### src/rtl/bmc_pkg.sv
`timescale 1ns / 1ps
// Shared types, address map constants and decode helpers of the banked memory controller.
package bmc_pkg;

  // Item codes on the op field; codes above OP_LOAD_BOOT do nothing.
  localparam logic [2:0] OP_READ      = 3'd0;
  localparam logic [2:0] OP_WRITE     = 3'd1;
  localparam logic [2:0] OP_TICK      = 3'd2;
  localparam logic [2:0] OP_LOAD_ROM  = 3'd3;
  localparam logic [2:0] OP_LOAD_BOOT = 3'd4;

  localparam int unsigned ROM_BANKS_DEF = 128;
  localparam int unsigned BANK_BYTES    = 16384;
  localparam int unsigned OFS_W         = $clog2(BANK_BYTES);
  localparam int unsigned ROM_FULL_AW   = 21;
  localparam int unsigned BANK_W        = ROM_FULL_AW - OFS_W;
  localparam int unsigned WMEM_AW       = 15;
  localparam int unsigned WMEM_DEPTH    = 1 << WMEM_AW;

  localparam logic [15:0] BOOT_TOP     = 16'h0100;
  localparam logic [15:0] ECHO_LO      = 16'hE000;
  localparam logic [15:0] ECHO_HI      = 16'hFDFF;
  localparam logic [15:0] ECHO_OFS     = 16'h2000;
  localparam logic [15:0] REG_BANK_LO  = 16'h2000;
  localparam logic [15:0] BANKX_LO     = 16'h4000;
  localparam logic [15:0] REG_RTC_LO   = 16'h4000;
  localparam logic [15:0] REG_LATCH_LO = 16'h6000;
  localparam logic [15:0] WMEM_LO      = 16'h8000;
  localparam logic [15:0] RTC_LO       = 16'hA000;
  localparam logic [15:0] RTC_HI       = 16'hBFFF;
  localparam logic [15:0] DMA_REG      = 16'hFF46;
  localparam logic [15:0] BOOT_OFF_REG = 16'hFF50;
  localparam logic [15:0] DMA_DEST     = 16'hFE00;
  localparam logic [7:0]  DMA_LEN      = 8'hA0;
  localparam logic [WMEM_AW-1:0] DMA_DEST_OFS = WMEM_AW'(DMA_DEST - WMEM_LO);

  localparam logic [5:0] SECS_MAX      = 6'd59;   // 60 counts per roll-over
  localparam logic [7:0] RTC_SEL_MIN   = 8'd8;
  localparam logic [7:0] RTC_SEL_SEC   = 8'd8;
  localparam logic [7:0] RTC_SEL_MINS  = 8'd9;
  localparam logic [7:0] WMEM_FILL     = 8'hFF;

  typedef enum logic [1:0] {
    SRC_BOOT,
    SRC_ROM,
    SRC_WMEM,
    SRC_CLOCK
  } src_t;

  typedef struct packed {
    src_t        src;
    logic        banked;
    logic [15:0] addr;
  } dec_t;

  typedef struct packed {
    logic                   boot_en;
    logic [7:0]             boot_addr;
    logic                   rom_en;
    logic [ROM_FULL_AW-1:0] rom_addr;
    logic                   wmem_en;
    logic [WMEM_AW-1:0]     wmem_addr;
  } mem_rd_t;

  typedef struct packed {
    logic                   boot_we;
    logic [7:0]             boot_addr;
    logic                   rom_we;
    logic [ROM_FULL_AW-1:0] rom_addr;
    logic [7:0]             load_data;
    logic                   wmem_we;
    logic [WMEM_AW-1:0]     wmem_addr;
    logic [7:0]             wmem_data;
  } mem_wr_t;

  typedef struct packed {
    logic [7:0] boot_q;
    logic [7:0] rom_q;
    logic [7:0] wmem_q;
  } mem_q_t;

  typedef struct packed {
    logic       tick;
    logic       wr_bank;
    logic       wr_rtc;
    logic       wr_latch;
    logic       boot_off;
    logic [7:0] data;
  } rtc_cmd_t;

  typedef struct packed {
    logic [7:0] rom_bank;
    logic       boot_active;
    logic       rtc_on;
    logic [5:0] rtc_value;
  } rtc_stat_t;

  // Fold the echo window down onto work memory.
  function automatic logic [15:0] echo_map(input logic [15:0] addr);
    logic [15:0] a;
    a = addr;
    if (a inside {[ECHO_LO:ECHO_HI]}) begin
      a = a - ECHO_OFS;
    end
    return a;
  endfunction

  // Pick the source of a bus read.
  function automatic dec_t bus_decode(input logic [15:0] addr, input logic boot_on,
                                      input logic rtc_on);
    dec_t        d;
    logic [15:0] a;
    a = echo_map(addr);
    d.addr = a;
    d.banked = 1'b0;
    if (boot_on && addr < BOOT_TOP) begin
      d.src = SRC_BOOT;
    end else if (a < BANKX_LO) begin
      d.src = SRC_ROM;
    end else if (a < WMEM_LO) begin
      d.src = SRC_ROM;
      d.banked = 1'b1;
    end else if (rtc_on && (a inside {[RTC_LO:RTC_HI]})) begin
      d.src = SRC_CLOCK;
    end else begin
      d.src = SRC_WMEM;
    end
    return d;
  endfunction

endpackage

### src/rtl/bmc_rtc.sv
`timescale 1ns / 1ps
// Bank select, clock select, latch and the seconds and minutes clock registers.
module bmc_rtc (
  input  logic               clk,
  input  logic               rst_n,
  input  bmc_pkg::rtc_cmd_t  cmd,
  output bmc_pkg::rtc_stat_t stat
);
  import bmc_pkg::*;

  logic [7:0] rom_bank_r;
  logic [7:0] rtc_sel_r;
  logic       latch_on_r;
  logic [7:0] prev_latch_r;
  logic       boot_active_r;
  logic [5:0] live_sec_r;
  logic [5:0] live_min_r;
  logic [5:0] snap_sec_r;
  logic [5:0] snap_min_r;
  logic [5:0] sec_sel;
  logic [5:0] min_sel;

  always_ff @(posedge clk) begin
    if (!rst_n) begin
      rom_bank_r    <= '0;
      rtc_sel_r     <= '0;
      latch_on_r    <= 1'b0;
      prev_latch_r  <= '0;
      boot_active_r <= 1'b1;
      live_sec_r    <= '0;
      live_min_r    <= '0;
      snap_sec_r    <= '0;
      snap_min_r    <= '0;
    end else begin
      if (cmd.wr_bank) begin
        rom_bank_r <= cmd.data;
      end
      if (cmd.wr_rtc) begin
        rtc_sel_r <= cmd.data;
      end
      if (cmd.boot_off) begin
        boot_active_r <= 1'b0;
      end
      if (cmd.wr_latch) begin
        // toggle on a 0 then 1 sequence; capture when switching on
        if (prev_latch_r == 8'd0 && cmd.data == 8'd1) begin
          latch_on_r <= ~latch_on_r;
          if (!latch_on_r) begin
            snap_sec_r <= live_sec_r;
            snap_min_r <= live_min_r;
          end
        end
        prev_latch_r <= cmd.data;
      end
      if (cmd.tick) begin
        if (live_sec_r == SECS_MAX) begin
          live_sec_r <= '0;
          live_min_r <= (live_min_r == SECS_MAX) ? 6'd0 : live_min_r + 6'd1;
        end else begin
          live_sec_r <= live_sec_r + 6'd1;
        end
      end
    end
  end

  assign sec_sel = latch_on_r ? snap_sec_r : live_sec_r;
  assign min_sel = latch_on_r ? snap_min_r : live_min_r;

  always_comb begin
    stat.rom_bank    = rom_bank_r;
    stat.boot_active = boot_active_r;
    stat.rtc_on      = (rtc_sel_r >= RTC_SEL_MIN);
    case (rtc_sel_r)
      RTC_SEL_SEC:  stat.rtc_value = sec_sel;
      RTC_SEL_MINS: stat.rtc_value = min_sel;
      default:      stat.rtc_value = 6'd0;
    endcase
  end

endmodule

### config.mk
export PLATFORM = sky130hd
export DESIGN_NAME = bmc_rtc
export DESIGN_NICKNAME = d
export VERILOG_FILES = /design/src/rtl/bmc_pkg.sv /design/src/rtl/bmc_rtc.sv
export SDC_FILE = /design/constraint.sdc
export NUM_CORES = 1
export LEC_CHECK = 0
export BUFFER_PORTS_ARGS = -buffer_cell sky130_fd_sc_hd__buf_4
export CAP_MARGIN = 20
export CORE_MARGIN = 2
export CORE_UTILIZATION = 55
export CTS_CLUSTER_SIZE = 24
export DETAILED_ROUTE_END_ITERATION = 7
export GPL_ROUTABILITY_DRIVEN = 0
export PLACE_DENSITY = 0.82
export SYNTH_ARGS = -nofsm -noshare
export SYNTH_HDL_FRONTEND = slang
export SYNTH_SLANG_ARGS = --single-unit
export TNS_END_PERCENT = 20
### constraint.sdc
create_clock -name clk -period 3.1 [get_ports clk]
set_clock_uncertainty 0.1 [all_clocks]
set_input_delay 0.62 -clock clk [delete_from_list [all_inputs] [get_ports clk]]
set_output_delay 0.62 -clock clk [all_outputs]
set_load 0.005 [all_outputs]
* Yosys cells after proc, flatten, opt, wreduce, memory -nomap -nowiden
Cells that the tools add are included.
** Word-level totals
- Flip-flop bits (word level) :: 50
- Input port bits :: 15
** Operators by class
- Add/sub/neg operators :: 2
- Order comparisons :: 1
- Equal/unequal tests :: 5
- Multiplexer cells :: 5
- Bitwise gates (word level) :: 1
- Reductions and logical operators :: 4
** Operators by type and width (number)
- $mux W6 :: 4
- $eq A8 B4 Y1 const B :: 2
- $add A6 B1 Y6 const B :: 2
- $eq A6 B6 Y1 const B :: 2
- $pmux W6 S2 :: 1
- $eq A8 B1 Y1 const B :: 1
- $ge A8 B4 Y1 const B :: 1
- $logic_not A8 Y1 :: 1
- $reduce_and A2 Y1 :: 2
- $logic_and A1 B1 Y1 :: 1
- $not A1 Y1 :: 1

* Longest topological paths before layout
Gate-level depths: netlist of run 1.
- Depth after elaboration :: 3
- Gate-level depth with buffers :: 6
- Mapped depth without buffers :: 5

* Least setup slack after synthesis of run 1
OpenSTA, ideal clock, no wires.
- Path kind :: reg2out
- Start point :: reg latch_on_r
- End point :: out stat[0] (netlist bit)
- Data arrival time :: 1.168 ns
- Slack :: 1.212 ns
- Stages on the path, launching flop included :: 5
- Buffers on the path :: 2
- Cells stage by stage :: dfxtp_1 -> buf_6 -> clkbuf_1 -> mux2i_1 -> o22ai_1
** RTL lines
- from (decl) :: RTL line bmc_rtc.sv:13 : logic latch_on_r;
- from (signal assigned) :: RTL line bmc_rtc.sv:47 : latch_on_r <= ~latch_on_r;
- to (decl) :: RTL line bmc_rtc.sv:7 : output bmc_pkg::rtc_stat_t stat

==> results_tabular.tex, run 1 <==
\begin{tabular}{lr}
\hline
Metric & Value \\
\hline
\multicolumn{2}{l}{\textbf{Routing}} \\
\quad Count of routing violations after the opening detailed-route iteration & 83 \\
\quad Total number of vias & 1673 \\
\quad Wire length after detailed routing & 4379 um \\
\quad Number of DRC violations after detailed routing & 0 \\
\quad Iteration count of the initial detailed-routing pass & 4 \\
\quad Average routed wire per standard cell & 14.26 um \\
\quad Antenna viol nets, final & 0 \\
\quad Via density per instance & 5.450 \\
\multicolumn{2}{l}{\textbf{Global routing}} \\
\quad Antenna violations before repair & 0 \\
\quad Largest net degree at the start of global routing & 58 \\
\quad Total routing resource utilization after global routing & 0.1896 \\
\quad First-pass GRT wire length & 7341 um \\
\quad Via count of the first global-routing pass & 1497 \\
\quad Total gr overflow & 0 \\
\multicolumn{2}{l}{\textbf{STA}} \\
\quad Worst slew pin tran & 0.8084 ns \\
\quad Tcrit/Tclk final & 0.8337 \\
\quad Fmax & 386.9 MHz \\
\quad Clock period minus final worst setup slack & 2.585 ns \\
\quad Accumulated negative setup slack & 0 ns \\
\quad Number of endpoints failing setup at the final stage & 0 \\
\quad Setup slack of the critical path after layout & 0.5155 ns \\
\quad Final hold vios & 0 \\
\quad Number of pins with negative max-slew slack in the final report & 0 \\
\quad RSZ-0062 raised after global routing & false \\
\quad Relative slew margins & 0.4603 \\
\multicolumn{2}{l}{\textbf{Floorplan}} \\
\quad Initial standard-cell utilization of the core & 0.5770 \\
\quad Area of the die & 4763 sq um \\
\quad Standard-cell rows & 23 \\
\quad Area inside the core boundary & 4029 sq um \\
\quad Overall die width & 69.02 um \\
\quad I/O pins & 31 \\
\quad Die span in y & 69.02 um \\
\multicolumn{2}{l}{\textbf{Logic synthesis}} \\
\quad Async SR Flop Fraction & 0 \\
\quad Number of distinct library cells after synthesis & 38 \\
\quad Net Count, Synth & 251 \\
\quad Largest area contributor in the synthesized netlist & sky130\_fd\_sc\_hd\_\_dfxtp\_1 \\
\quad Fraction of the yosys area taken by sequential cells & 0.4306 \\
\quad Post-synth EDFFs & 0 \\
\quad Main area contributors after synthesis & sky130\_fd\_sc\_hd\_\_dfxtp\_1 (43\%), sky130\_fd\_sc\_hd\_\_mux2i\_1 (22\%), sky130\_fd\_sc\_hd\_\_nor2b\_1 (7.3\%) \\
\quad Cell area after synthesis & 2325 sq um \\
\quad Area fraction of the dominant cell type after synthesis & 0.4306 \\
\quad Post-synthesis cell count & 234 \\
\quad Synth Area per Inst & 9.935 sq um \\
\quad Syn. warnings & 0 \\
\quad Number of flip-flops and latches in the synthesized netlist & 50 \\
\quad Top\_reg\_cell synth & sky130\_fd\_sc\_hd\_\_dfxtp\_1 \\
\multicolumn{2}{l}{\textbf{Worst setup path}} \\
\quad Reg2reg setup slack & 1.03 ns \\
\quad Series of cell instances along the critical path & nor4\_1 -> nand4b\_1 -> o22ai\_1 -> buf\_4 \\
\quad Category of the critical setup timing path & reg -> out \\
\quad Maximum fanout count along the critical path & 6 \\
\quad Critical path's slowest cell & sky130\_fd\_sc\_hd\_\_nor4\_1 \\
\quad Signal arrival time at the worst endpoint & 1.86 ns \\
\quad Endpoint of the worst-slack reg-to-reg timing path & snap\_sec\_r[0] \\
\quad Category of the worst setup path capture point & output port \\
\quad Required time at the worst-slack endpoint & 2.38 ns \\
\quad Launch point of the worst reg-to-reg path & latch\_on\_r \\
\quad Worst r2r path cells & 3 \\
\quad Worst Setup SP & rtc\_sel\_r[6] \\
\quad Longest individual stage delay on the worst path & 0.45 ns \\
\quad Crit path launch type & flip-flop \\
\multicolumn{2}{l}{\textbf{Pwr}} \\
\quad Leakage & 1.001 nW \\
\quad Maximum vdd drop & 300.5 uV \\
\quad Power density cells & 471.2 nW/um\^{}2 \\
\multicolumn{2}{l}{\textbf{Clocking}} \\
\quad Longest Clk Path Bufs & 2 \\
\quad Clock transition time at the flip-flop clock pins of the worst setup and hold paths & 0.09 ns \\
\quad Clk\_lat worst skew & 0.30 ns \\
\quad Setup Buffers After CTS & 0 \\
\quad Clock tree from TritonCTS & yes \\
\quad Total clock buffers created by CTS & 5 \\
\quad Count of H-tree levels built during CTS & 2 \\
\quad CTS sink cnt & 50 \\
\quad Cts repair resizes & 0 \\
\quad CTS Hold Buffers Added & 0 \\
\quad Master cell of the clock root buffer & sky130\_fd\_sc\_hd\_\_clkbuf\_8 \\
\multicolumn{2}{l}{\textbf{Status}} \\
\quad Result of the run & finished clean \\
\multicolumn{2}{l}{\textbf{Flow run}} \\
\quad Max-cap viol count & 0 \\
\multicolumn{2}{l}{\textbf{Final layout}} \\
\quad Area added between synthesis and finish & 13.02\% \\
\quad Count of inserted antenna diode cells & 0 \\
\quad Fraction of layout cells with a size suffix above 1 & 0.1712 \\
\quad Area taken by flip-flops and latches & 1001 sq um \\
\quad Final layout net count & 273 \\
\quad Filler cell count in the final layout & 347 \\
\quad Area taken by multi-input logic gates & 1222 sq um \\
\multicolumn{2}{l}{\textbf{Place}} \\
\quad Place WS & 0.8412 ns \\
\quad Final HPWL from detailed placement & 3144 um \\
\quad Total of buffers placed on input and output ports & 30 \\
\multicolumn{2}{l}{\textbf{Min path}} \\
\quad Hold Crit Endpoint & snap\_min\_r[1] \\
\quad Instance count along the most critical hold path & 2 \\
\quad Worst min path class & reg -> reg \\
\quad Launch point of the worst hold path & snap\_min\_r[1] \\
\hline
\end{tabular}
[worst max path at each step]
stage	to	slack [ns]
after global placement	stat[1]	0.87
after detailed placement	stat[2]	0.84
after global routing	stat[5]	0.35
final	stat[2]	0.52
after CTS	stat[2]	0.50
after floorplan	stat[0]	1.21
[cell usage after synthesis, drive strengths merged, types with 3 or more instances]
cell type,number
mux2i,51
xnor2,3
nor4,3
nor2b,27
o22ai,6
nand4,6
nand3,4
a21boi,3
xor2,4
nor2,11
dfxtp,50
buf,5
clkbuf,10
nand2,29
[sequential cells by signal, indices dropped and copies added (netlist names)]
register       flops
boot_active_r      1
latch_on_r         1
live_min_r         6
live_sec_r         6
prev_latch_r       8
rom_bank_r         8
rtc_sel_r          8
snap_min_r         6
snap_sec_r         6
[critical path, delay by kind of cell, from the launching register on]
family                 cells  cell delay (ns)
AND/OR/NAND/NOR            2             0.83
flip-flops                 1             0.32
AO/OA/AOI/OAI              1             0.28
buffers and inverters      1             0.14
[metal layers]
metal  share of wire  wire length [um]  GRT usage
met5               0                 0          0
met4           0.015                65    0.07190
met1            0.51              2254     0.2762
met2            0.44              1942     0.2799
met3           0.026               116    0.03216
[power by group]
part | leakage, nW | total [mW] | switching, mW | internal, mW
Clock | 0.0579 | 0.445 | 0.208 | 0.238
Combinational | 0.535 | 0.113 | 0.0541 | 0.0594
Sequential | 0.408 | 0.679 | 0.0154 | 0.664
[kinds of logic (layout without fill, tap and decap cells)]
| family | after synthesis | after routing | share of synthesized area |
|---|---|---|---|
| adders and majority gates | 2 | 2 | 0.01076 |
| and+or+nand+nor | 94 | 94 | 0.2330 |
| xor gates and xnor gates | 7 | 7 | 0.02637 |
| DFF | 50 | 50 | 0.4306 |
| buffers and inverters | 17 | 40 | 0.04359 |
| AOI/OAI and AO/OA | 13 | 13 | 0.03606 |
| muxes | 51 | 51 | 0.2196 |
[final cells by class]
class | instances | share of cell area
inverter | 2 | 0.002857
clock buffer | 5 | 0.02619
clock inverter | 3 | 0.01524
multi-input combinational | 167 | 0.4652
tap | 50 | 0.02381
timing repair buffer | 30 | 0.08571
sequential | 50 | 0.3810
[through the flow]
step                      hold WS [ns]  total power [mW]  instance area, sq um  instances  utilization
after floorplan                 0.3344            0.7644                  2325        234            -
final                           0.3599             1.238                  2628        307       0.6522
after global placement          0.3422            0.8055                  2519        299       0.6252
after global routing            0.3854             1.290                  2628        307       0.6522
after CTS                       0.3631             1.249                  2628        307       0.6522
after detailed placement        0.3483            0.8080                  2519        299       0.6252
[placed cells by master, fill, tap and decap left out, types with 3 or more instances in the layout]
master | netlist | layout
sky130_fd_sc_hd__mux2i_1 | 51 | 51
sky130_fd_sc_hd__dfxtp_1 | 50 | 50
sky130_fd_sc_hd__buf_4 | 1 | 30
sky130_fd_sc_hd__nand2_1 | 29 | 29
sky130_fd_sc_hd__nor2b_1 | 27 | 27
sky130_fd_sc_hd__nor2_1 | 10 | 10
sky130_fd_sc_hd__o22ai_1 | 6 | 6
sky130_fd_sc_hd__nand4_1 | 5 | 5
sky130_fd_sc_hd__clkbuf_8 | 0 | 5
sky130_fd_sc_hd__nand3_1 | 4 | 4
sky130_fd_sc_hd__xor2_1 | 4 | 4
sky130_fd_sc_hd__nor4_1 | 3 | 3
sky130_fd_sc_hd__xnor2_1 | 3 | 3
No activity file was read; power rests on OpenSTA's default activity.
==> run 2: changes to the inputs <==
Clock period 3.1 ns to 2.48 ns, I/O delays scaled along.
==> results_tabular.tex, run 2 (synthesis gave the netlist of run 1 again) <==
\begin{tabular}{lr}
\hline
Metric & Value \\
\hline
\multicolumn{2}{l}{\textbf{Status}} \\
\quad Result of the run & finished clean (unchanged) \\
\multicolumn{2}{l}{\textbf{Clocking}} \\
\quad Clk\_lat worst skew & 0.30 ns (about the same) \\
\quad CTS sink cnt & 50 (unchanged) \\
\quad Master cell of the clock root buffer & sky130\_fd\_sc\_hd\_\_clkbuf\_8 (unchanged) \\
\quad CTS Hold Buffers Added & 0 (unchanged) \\
\quad Longest Clk Path Bufs & 2 (unchanged) \\
\quad Clock transition time at the flip-flop clock pins of the worst setup and hold paths & 0.08 ns (was 0.09 ns) \\
\quad Count of H-tree levels built during CTS & 2 (unchanged) \\
\quad Clock tree from TritonCTS & yes (unchanged) \\
\quad Total clock buffers created by CTS & 5 (unchanged) \\
\multicolumn{2}{l}{\textbf{Routing}} \\
\quad Metal-1 WL & 2191 um (was 2254 um) \\
\quad Total number of vias & 1684 (was 1673) \\
\quad Count of routing violations after the opening detailed-route iteration & 125 (was 83) \\
\quad Antenna viol nets, final & 0 (unchanged) \\
\quad Wire length after detailed routing & 4341 um (was 4379 um) \\
\quad Met3 wire length & 143 um (was 116 um) \\
\quad Average routed wire per standard cell & 14.09 um (was 14.26 um) \\
\quad Total length of routed met2 wires & 1943 um (was 1942 um) \\
\quad Number of DRC violations after detailed routing & 0 (unchanged) \\
\quad Topmost layer with routed signal wires & met4 (unchanged) \\
\quad Iteration count of the initial detailed-routing pass & 4 (unchanged) \\
\quad Via density per instance & 5.468 (was 5.450) \\
\multicolumn{2}{l}{\textbf{Global routing}} \\
\quad First-pass GRT wire length & 7686 um (was 7341 um) \\
\quad Total routing resource utilization after global routing & 0.1986 (was 0.1896) \\
\quad Largest net degree at the start of global routing & 58 (unchanged) \\
\quad Antenna violations before repair & 0 (unchanged) \\
\quad Total gr overflow & 0 (unchanged) \\
\quad Via count of the first global-routing pass & 1605 (was 1497) \\
\multicolumn{2}{l}{\textbf{Worst setup path}} \\
\quad Series of cell instances along the critical path & mux2i\_1 -> o22ai\_1 -> buf\_4 (was nor4\_1 -> nand4b\_1 -> o22ai\_1 -> buf\_4) \\
\quad Required time at the worst-slack endpoint & 1.88 ns (was 2.38 ns) \\
\quad Worst r2r path cells & 3 (unchanged) \\
\quad Launch point of the worst reg-to-reg path & latch\_on\_r (unchanged) \\
\quad Buf+Inv Stages, Crit Path & 1 (unchanged) \\
\quad Crit path launch type & flip-flop (unchanged) \\
\quad Category of the worst setup path capture point & output port (unchanged) \\
\quad Reg2reg setup slack & 0.40 ns (was 1.03 ns) \\
\quad Category of cells accounting for the largest share of critical-path delay & flip-flops (was simple AND/OR/NAND/NOR gates) \\
\quad Critical path's slowest cell & sky130\_fd\_sc\_hd\_\_dfxtp\_1 (was sky130\_fd\_sc\_hd\_\_nor4\_1) \\
\quad Worst Setup SP & latch\_on\_r (was rtc\_sel\_r[6]) \\
\quad Endpoint of the worst-slack reg-to-reg timing path & snap\_sec\_r[0] (unchanged) \\
\quad Category of the critical setup timing path & reg -> out (unchanged) \\
\quad Longest individual stage delay on the worst path & 0.87 ns (was 0.45 ns) \\
\quad Logic depth of the worst path, buffers included & 3 (was 4) \\
\quad Maximum fanout count along the critical path & 15 (was 6) \\
\quad Signal arrival time at the worst endpoint & 1.70 ns (was 1.86 ns) \\
\multicolumn{2}{l}{\textbf{Pwr}} \\
\quad Power density cells & 589.4 nW/um\^{}2 (was 471.2 nW/um\^{}2) \\
\quad Overall power of the completed layout & 1.563 mW (was 1.238 mW) \\
\quad Leakage & 1.010 nW (was 1.001 nW) \\
\quad Maximum vdd drop & 431.9 uV (was 300.5 uV) \\
\multicolumn{2}{l}{\textbf{Final layout}} \\
\quad Most common cell after layout, fill and taps aside & sky130\_fd\_sc\_hd\_\_mux2i\_1 (unchanged) \\
\quad Cell Count, Final, Fillers Out & 308 (was 307) \\
\quad Top flop regs & prev\_latch\_r (8), rom\_bank\_r (8), rtc\_sel\_r (8) (unchanged) \\
\quad Fraction of layout cells with a size suffix above 1 & 0.1783 (was 0.1712) \\
\quad Area of all placed cells without fillers & 2653 sq um (was 2628 sq um) \\
\quad Commonest non-fill, non-tap cells in the layout & sky130\_fd\_sc\_hd\_\_mux2i\_1 (51), sky130\_fd\_sc\_hd\_\_dfxtp\_1 (50), sky130\_fd\_sc\_hd\_\_buf\_4 (32), sky130\_fd\_sc\_hd\_\_nand2\_1 (29), sky130\_fd\_sc\_hd\_\_nor2b\_1 (27) (was sky130\_fd\_sc\_hd\_\_mux2i\_1 (51), sky130\_fd\_sc\_hd\_\_dfxtp\_1 (50), sky130\_fd\_sc\_hd\_\_buf\_4 (30), sky130\_fd\_sc\_hd\_\_nand2\_1 (29), sky130\_fd\_sc\_hd\_\_nor2b\_1 (27)) \\
\quad Final layout net count & 275 (was 273) \\
\quad Count of inserted antenna diode cells & 0 (unchanged) \\
\quad Area added between synthesis and finish & 14.10\% (was 13.02\%) \\
\quad Filler cell count in the final layout & 345 (was 347) \\
\quad Core utilization of the finished layout & 0.6584 (was 0.6522) \\
\multicolumn{2}{l}{\textbf{Min path}} \\
\quad Hold Crit Endpoint & boot\_active\_r (was snap\_min\_r[1]) \\
\quad Instance count along the most critical hold path & 2 (unchanged) \\
\quad Worst min path class & in -> reg (was reg -> reg) \\
\quad Launch point of the worst hold path & cmd[8] (was snap\_min\_r[1]) \\
\multicolumn{2}{l}{\textbf{STA}} \\
\quad Clock period minus final worst setup slack & 2.297 ns \\
\quad Final hold vios & 0 (unchanged) \\
\quad Number of endpoints failing setup at the final stage & 0 (unchanged) \\
\quad Accumulated negative setup slack & 0 ns (unchanged) \\
\quad Setup slack of the critical path after layout & 0.1835 ns (was 0.5155 ns) \\
\quad Worst hold slack & 0.2682 ns (was 0.3599 ns) \\
\quad Tcrit/Tclk final & 0.9260 \\
\quad Number of pins with negative max-slew slack in the final report & 0 (unchanged) \\
\quad Relative slew margins & 0.4433 (was 0.4603) \\
\quad RSZ-0062 raised after global routing & false (unchanged) \\
\quad Worst slew pin tran & 0.8340 ns (was 0.8084 ns) \\
\quad Fmax & 435.4 MHz \\
\multicolumn{2}{l}{\textbf{Floorplan}} \\
\quad I/O pins & 31 (unchanged) \\
\quad Overall die width & 69.02 um (unchanged) \\
\quad Area of the die & 4763 sq um (unchanged) \\
\quad Die span in y & 69.02 um (unchanged) \\
\quad Area inside the core boundary & 4029 sq um (unchanged) \\
\quad Standard-cell rows & 23 (unchanged) \\
\quad Initial standard-cell utilization of the core & 0.5770 (unchanged) \\
\multicolumn{2}{l}{\textbf{Place}} \\
\quad \# placed instances & 299 (unchanged) \\
\quad Total of buffers placed on input and output ports & 30 (unchanged) \\
\quad Final HPWL from detailed placement & 3049 um (was 3144 um) \\
\quad Cell Area, Placed & 2519 sq um (unchanged) \\
\quad Place WS & 0.3306 ns (was 0.8412 ns) \\
\multicolumn{2}{l}{\textbf{Flow run}} \\
\quad Max-cap viol count & 0 (unchanged) \\
\hline
\end{tabular}
-- run 2: area by class of cell --
class / instances / area (sq um) / area share
inverter: 2 / 7.507 / 0.002830
timing repair buffer: 32 / 240.2 / 0.09057
sequential: 50 / 1001 / 0.3774
clock inverter: 1 / 30.03 / 0.01132
multi-input combinational: 167 / 1229 / 0.4632
tap: 50 / 62.56 / 0.02358
clock buffer: 6 / 82.58 / 0.03113
-- run 2: what timing repair did --
item                                    4_1_cts  5_1_grt
endpoints found under the setup margin        0        6
resized for setup                             0        1
endpoints found under the hold margin         0        0
setup buffers                                 0        2
-- run 2: per-layer routing --
layer / global-route usage / up-vias
li1: - / 856
met1: 0.2804 / 798
met2: 0.3034 / 24
met3: 0.04386 / 6
met4: 0.06100 / 0
met5: 0 / -
-- run 2: how the worst max path moves through the flow --
stage                     endpoint  slack [ns]
after floorplan            stat[0]        0.72
after global placement     stat[1]        0.38
after detailed placement   stat[2]        0.33
after CTS                  stat[2]       0.001
after global routing       stat[5]        0.03
final                      stat[1]        0.18
-- run 2: where the power goes --
part / switching, mW / internal (mW)
combinational: 0.0680 / 0.0760
sequential: 0.0196 / 0.830
clock: 0.248 / 0.323
==> run 3: changes to the inputs <==
Clock period 2.48 ns to 2.45 ns, I/O delays scaled along.
==> results_tabular.tex, run 3 (synthesis gave the netlist of run 1 again) <==
\begin{tabular}{lr}
\hline
Metric & Value \\
\hline
\multicolumn{2}{l}{\textbf{Final layout}} \\
\quad Fraction of layout cells with a size suffix above 1 & 0.1815 (was 0.1783) \\
\quad Commonest non-fill, non-tap cells in the layout & sky130\_fd\_sc\_hd\_\_mux2i\_1 (51), sky130\_fd\_sc\_hd\_\_dfxtp\_1 (50), sky130\_fd\_sc\_hd\_\_buf\_4 (32), sky130\_fd\_sc\_hd\_\_nand2\_1 (29), sky130\_fd\_sc\_hd\_\_nor2b\_1 (27) (unchanged) \\
\quad Count of inserted antenna diode cells & 0 (unchanged) \\
\quad Core utilization of the finished layout & 0.6658 (was 0.6584) \\
\quad Top flop regs & prev\_latch\_r (8), rom\_bank\_r (8), rtc\_sel\_r (8) (unchanged) \\
\quad Filler cell count in the final layout & 331 (was 345) \\
\quad Final layout net count & 275 (unchanged) \\
\quad Area of all placed cells without fillers & 2683 sq um (was 2653 sq um) \\
\quad Most common cell after layout, fill and taps aside & sky130\_fd\_sc\_hd\_\_mux2i\_1 (unchanged) \\
\quad Area added between synthesis and finish & 15.39\% (was 14.10\%) \\
\multicolumn{2}{l}{\textbf{Global routing}} \\
\quad Total gr overflow & 0 (unchanged) \\
\quad Antenna violations before repair & 0 (unchanged) \\
\quad Largest net degree at the start of global routing & 58 (unchanged) \\
\quad Via count of the first global-routing pass & 1578 (was 1605) \\
\quad First-pass GRT wire length & 7541 um (was 7686 um) \\
\quad Total routing resource utilization after global routing & 0.2006 (was 0.1986) \\
\multicolumn{2}{l}{\textbf{Floorplan}} \\
\quad Initial standard-cell utilization of the core & 0.5770 (unchanged) \\
\quad Overall die width & 69.02 um (unchanged) \\
\quad I/O pins & 31 (unchanged) \\
\quad Area of the die & 4763 sq um (unchanged) \\
\quad Die span in y & 69.02 um (unchanged) \\
\quad Area inside the core boundary & 4029 sq um (unchanged) \\
\quad Standard-cell rows & 23 (unchanged) \\
\multicolumn{2}{l}{\textbf{Place}} \\
\quad Total of buffers placed on input and output ports & 30 (unchanged) \\
\quad Cell Area, Placed & 2519 sq um (unchanged) \\
\quad Final HPWL from detailed placement & 3116 um (was 3049 um) \\
\multicolumn{2}{l}{\textbf{Pwr}} \\
\quad Leakage & 1.024 nW (was 1.010 nW) \\
\quad Power density cells & 637.0 nW/um\^{}2 (was 589.4 nW/um\^{}2) \\
\quad Maximum vdd drop & 549.0 uV (was 431.9 uV) \\
\multicolumn{2}{l}{\textbf{Clocking}} \\
\quad Count of H-tree levels built during CTS & 2 (unchanged) \\
\quad Clk\_lat worst skew & 0.31 ns (was 0.30 ns) \\
\quad CTS sink cnt & 50 (unchanged) \\
\quad Total clock buffers created by CTS & 5 (unchanged) \\
\quad Clock tree from TritonCTS & yes (unchanged) \\
\quad Longest Clk Path Bufs & 2 (unchanged) \\
\quad Master cell of the clock root buffer & sky130\_fd\_sc\_hd\_\_clkbuf\_8 (unchanged) \\
\quad Clock transition time at the flip-flop clock pins of the worst setup and hold paths & 0.09 ns (was 0.08 ns) \\
\multicolumn{2}{l}{\textbf{Status}} \\
\quad Result of the run & finished clean (unchanged) \\
\multicolumn{2}{l}{\textbf{Routing}} \\
\quad Number of DRC violations after detailed routing & 0 (unchanged) \\
\quad Iteration count of the initial detailed-routing pass & 4 (unchanged) \\
\quad Count of routing violations after the opening detailed-route iteration & 90 (was 125) \\
\quad Via density per instance & 5.398 (was 5.468) \\
\quad Total number of vias & 1668 (was 1684) \\
\quad Wire length after detailed routing & 4432 um (was 4341 um) \\
\quad Antenna viol nets, final & 0 (unchanged) \\
\quad Average routed wire per standard cell & 14.34 um (was 14.09 um) \\
\multicolumn{2}{l}{\textbf{STA}} \\
\quad Accumulated negative setup slack & 0 ns (unchanged) \\
\quad Fmax & 438.0 MHz \\
\quad Number of pins with negative max-slew slack in the final report & 0 (unchanged) \\
\quad RSZ-0062 raised after global routing & false (unchanged) \\
\quad Tcrit/Tclk final & 0.9320 \\
\quad Relative slew margins & 0.4697 (was 0.4433) \\
\quad Clock period minus final worst setup slack & 2.283 ns \\
\quad Number of endpoints failing setup at the final stage & 0 (unchanged) \\
\quad Final hold vios & 0 (unchanged) \\
\quad Worst slew pin tran & 0.7943 ns (was 0.8340 ns) \\
\multicolumn{2}{l}{\textbf{Worst setup path}} \\
\quad Maximum fanout count along the critical path & 15 (unchanged) \\
\quad Required time at the worst-slack endpoint & 1.86 ns (was 1.88 ns) \\
\quad Worst r2r path cells & 3 (unchanged) \\
\quad Category of the critical setup timing path & reg -> out (unchanged) \\
\quad Signal arrival time at the worst endpoint & 1.69 ns (was 1.70 ns) \\
\quad Category of the worst setup path capture point & output port (unchanged) \\
\quad Crit path launch type & flip-flop (unchanged) \\
\multicolumn{2}{l}{\textbf{Flow run}} \\
\quad Max-cap viol count & 0 (unchanged) \\
\multicolumn{2}{l}{\textbf{Min path}} \\
\quad Instance count along the most critical hold path & 2 (unchanged) \\
\quad Worst min path class & in -> reg (unchanged) \\
\hline
\end{tabular}
-- run 3: changes by cell type in the layout (fill, tap and decap cells not counted), sizes merged --
cell / before / now
bufinv: 1 / 2
-- run 3: worst paths after layout --
check | startpoint | to | slack, ns
max | latch_on_r | stat[2] | 0.17
min | cmd[8] | boot_active_r | 0.25
max reg2reg | latch_on_r | snap_sec_r[0] | 0.38
min reg2reg | snap_min_r[4] | snap_min_r[4] | 0.36
-- run 3: timing repair --
item	CTS	global route
buffers inserted	2	0
hold endpoints to repair	0	0
endpoints found under the setup margin	6	2
pin swaps	2	0
hold buffers	0	0
resized for setup	0	1
-- run 3: final cells by class --
cell class / instances / area, sq um / area share
repair buffers: 32 / 240.2 / 0.08955
clock inverters: 2 / 60.06 / 0.02239
inverters: 2 / 7.507 / 0.002799
multi-input cells: 167 / 1229 / 0.4580
flip-flops and latches: 50 / 1001 / 0.3731
clock buffers: 6 / 82.58 / 0.03078
well taps: 50 / 62.56 / 0.02332
-- run 3: per-layer routing --
metal / track usage / up-vias / part of all wire
met3: 0.06433 / 7 / 0.030
met5: 0 / - / 0
met1: 0.2689 / 774 / 0.50
met2: 0.3034 / 27 / 0.46
li1: - / 860 / -
met4: 0.07190 / 0 / 0.018
-- run 3: metrics by stage --
stage	power [mW]	cells	setup WS [ns]	hold WS, ns
floorplan	0.9671	234	0.6925	0.3344
global placement	1.019	299	0.3549	0.3421
detailed placement	1.022	299	0.3070	0.3474
CTS	1.721	309	0.1088	0.2448
global route	1.782	309	0.004440	0.2604
finish	1.709	309	0.1667	0.2500
-- run 3: report_power, final --
part / internal (mW) / switching, mW
sequential: 0.840 / 0.0203
combinational: 0.0768 / 0.0682
clock: 0.435 / 0.269
total: 1.35 / 0.357
-- run 3: worst max-delay path: stages, from the launching register on --
cell and delay, ns:
sky130_fd_sc_hd__dfxtp_1 0.84, sky130_fd_sc_hd__mux2i_1 0.28, sky130_fd_sc_hd__o22ai_1 0.11, sky130_fd_sc_hd__buf_4 0.14
